===== config.mk =====
export PLATFORM = sky130hd
export DESIGN_NAME = aescbc_ram
export DESIGN_NICKNAME = d
export VERILOG_FILES = /design/src/aescbc_ram.sv
export SDC_FILE = /design/constraint.sdc
export NUM_CORES = 1
export LEC_CHECK = 0
export BUFFER_PORTS_ARGS = -buffer_cell sky130_fd_sc_hd__clkbuf_2
export CAP_MARGIN = 30
export CORE_MARGIN = 3
export CORE_UTILIZATION = 35
export DETAILED_ROUTE_END_ITERATION = 6
export SLEW_MARGIN = 20
export SYNTH_ARGS = -nofsm -noshare
export SYNTH_HDL_FRONTEND = slang
export SYNTH_SLANG_ARGS = --single-unit

===== constraint.sdc =====
create_clock -name clock -period 22.1 [get_ports clock]
set_input_delay 4.42 -clock clock [delete_from_list [all_inputs] [get_ports clock]]
set_output_delay 4.42 -clock clock [all_outputs]
set_load 0.03 [all_outputs]

===== src/aescbc_ram.sv =====
`timescale 1ns / 1ps
// ----------------------------------------------------------------------------
// aescbc_ram
// Generic single-write, single-read RAM with registered read data.
// ----------------------------------------------------------------------------
module aescbc_ram #(
   parameter int WIDTH = 128,
   parameter int DEPTH = 11
) (
   input  logic                     clock,
   input  logic                     wr_en,
   input  logic [$clog2(DEPTH)-1:0] wr_addr,
   input  logic [WIDTH-1:0]         wr_data,
   input  logic [$clog2(DEPTH)-1:0] rd_addr,
   output logic [WIDTH-1:0]         rd_data
);

   logic [WIDTH-1:0] mem [DEPTH];

   always_ff @(posedge clock) begin
      if (wr_en) begin
         mem[wr_addr] <= wr_data;
      end
      rd_data <= mem[rd_addr];
   end

endmodule


==> results.toml <==
[timing]
fin_skew_ns = 0.0412
period_share = 0.322
setup_tns_ns = 0
period_minus_slack_ns = 7.13
rsz0062_at_grt = "false"
final-max-slew-violation-count = 0
setup_viol = 0
worstMarginPinSlew_ns = 1.08
hold_viol_final = 0
worst_slack_ns = 14.97
fmax_mhz = 140
relSlewSlack = 0.279

[power]
ir_drop_v = 0.0000740
power_switching_w = 0.00138
p_seq_frac = 0.521
pwr_density_cell_mw_per_mm2 = 94.6
p_int_w = 0.00491
p_clk_frac = 0.424
total_power_w = 0.00629
p_sw_frac = 0.219
power.leakage_nw = 22.2
power.share.combinational = 0.055

[final_layout]
drive_gt1_frac = 0.275
num-nets-final = 3457
multi_input_area_mm2 = 0.0117
final_cell_mix = "edfxtp_1, mux2_2, clkbuf_2"
final_common_cell = "edfxtp_1"
synthToLayoutAreaGrowth_pct = 15.7
finalInstanceArea_mm2 = 0.0665
ff_latch_area_mm2 = 0.0448
fill_cells = 14600

[floorplanning]
die_h_um = 411
die_area_mm2 = 0.169
initial_core_util = 0.353
ioPinCount = 266
die_x_um = 411
coreArea_mm2 = 0.163
rows = 148

[clocking]
cts_resized = 0
cts_made_buffers = 160
post_cts_buffers = 0
cts_max_path_buffers = 3
cts_root_buf = "clkbuf_16"
cts.clk_slew.worst_paths_ns = 0.06
cts_tree = "built"
insertion_delay_ns = 0.79
clock-sinks = 1536
htreeDepth = 4
hold_buffers = 0

[critical_path]
cp_max_fo = 91
cp_top_family = "buffers and inverters"
crit_path_cell_trace = "buf_8, buf_4, nor2b_4, buf_4, buf_4, a22o_1, o31ai_1"
cp_data_arrival_time_ns = 7.73
criticalPathCategory = "input port to flip-flop"
cp_slowest_cell = "buf_4"
crit_required_ns = 22.71
cpMostUsedCell = "buf_4"
endpoint_kind = "flip-flop"
crit_buf_inv = 4
critPathLaunchType = "input port"
worst_path_largest_cell_delay_ns = 0.81

[synthesis]
syn_nets = 3159
synthArstFlopShare = 0
ys_types = 20
syn_inst = 3021
syn_avg_cell_area_um2 = 19.0
synth_edf_count = 1408
synth_flop_cell = "edfxtp_1"
synthesis.area_mm2 = 0.0575
yosysSeqAreaShare = 0.780
synth_seq_cells = 1536
ys_warn_count = 0

[grt]
grt_max_degree = 139
grt_usage = 0.157
antenna_found_initial = 28
grt_overflow = 0
busiest_layer = "met2"
grtUsageMet3 = 0.0405
globalRouteMet2Util = 0.238
grt_pass1_vias = 28700
grt_pass1_wl_um = 197000
grtUsageMet1 = 0.225

[flow_run]
maxCapViolCount = 0

[drt]
antenna_left = 0
first_iter_violations = 2074
vias_per_cell = 5.05
drt_wl_total_um = 135000
dr.pass1.iters = 5
wire_per_inst_um = 23.9
drc = 0
via_count = 28500

[placement]
dpl.hpwl_um = 67600
pre_cts_ws_ns = 14.08
placed_area_mm2 = 0.0612
gp_congestion = 0.690
portBuffers = 265

[run_status]
outcome = "finished clean"

[min_path]
hp-class = "flip-flop to flip-flop"
-- layer usage --
layer | wire length, um | part of all wire
met1 | 63500 | 0.47
met2 | 60600 | 0.45
met3 | 8120 | 0.060
met5 | 167 | 0.0012
met4 | 2630 | 0.019
-- cells by family after synthesis --
kind of cell / Yosys count / synth area share
muxes: 640 / 0.120
and+or+nand+nor: 149 / 0.0158
DFF: 1536 / 0.780
AOI/OAI and AO/OA: 512 / 0.0669
buffers and inverters: 184 / 0.0171
-- power by group through the flow --
| stage | combinational, W | sequential [W] | clock (W) |
|---|---|---|---|
| floorplan | 0.000171 | 0.00338 | 0 |
| global placement | 0.000344 | 0.00334 | 0 |
| detailed placement | 0.000349 | 0.00334 | 0 |
| CTS | 0.000350 | 0.00328 | 0.00273 |
| global route | 0.000372 | 0.00328 | 0.00285 |
| finish | 0.000345 | 0.00328 | 0.00266 |
-- worst paths after layout --
kind	from	to	slack, ns	cells past startpoint
setup reg to reg	mem[3][25]	rd_data[25]	20.72	3
setup / recovery	rd_addr[1]	rd_data[79]	14.97	7
hold / removal	mem[10][10]	rd_data[10]	0.55	3
hold reg to reg	mem[10][10]	rd_data[10]	0.55	3
-- per-stage QoR --
| step | hold slack [ns] | cells | util |
|---|---|---|---|
| after floorplan | 0.539 | 3021 | - |
| after global placement | 0.555 | 5330 | 0.375 |
| after detailed placement | 0.559 | 5331 | 0.375 |
| after CTS | 0.546 | 5625 | 0.408 |
| after global routing | 0.587 | 5626 | 0.408 |
| final | 0.547 | 5639 | 0.408 |
-- state kept, by name (all words and copies together) (netlist names) --
name	count
rd_data	128
mem	1408
-- Yosys cell counts, types with 28 or more instances --
master / count / area share
o31ai_1: 128 / 0.017
buf_2: 28 / 0.0024
nand2b_1: 131 / 0.014
edfxtp_1: 1408 / 0.74
mux2i_1: 256 / 0.045
mux2_2: 384 / 0.075
o211ai_1: 128 / 0.017
buf_4: 42 / 0.0055
clkbuf_1: 93 / 0.0061
a22o_1: 128 / 0.020
dfxtp_1: 128 / 0.045
o22ai_1: 128 / 0.014
-- cell type report --
| cell class | count | area share |
|---|---|---|
| sequential | 1536 | 0.674 |
| multi-input combinational | 1301 | 0.177 |
| clock buffer | 219 | 0.0661 |
| tap | 2175 | 0.0409 |
| timing repair buffer | 320 | 0.0283 |
| clock inverter | 75 | 0.0131 |
| antenna | 13 | 0.000489 |
-- worst reg2reg max path, stage by stage (launching register included) --
cell and delay (ns):
edfxtp_1 0.33, mux2i_1 0.07, a22o_1 0.26, o31ai_1 0.55
No activity file was read; power rests on OpenSTA's default activity.
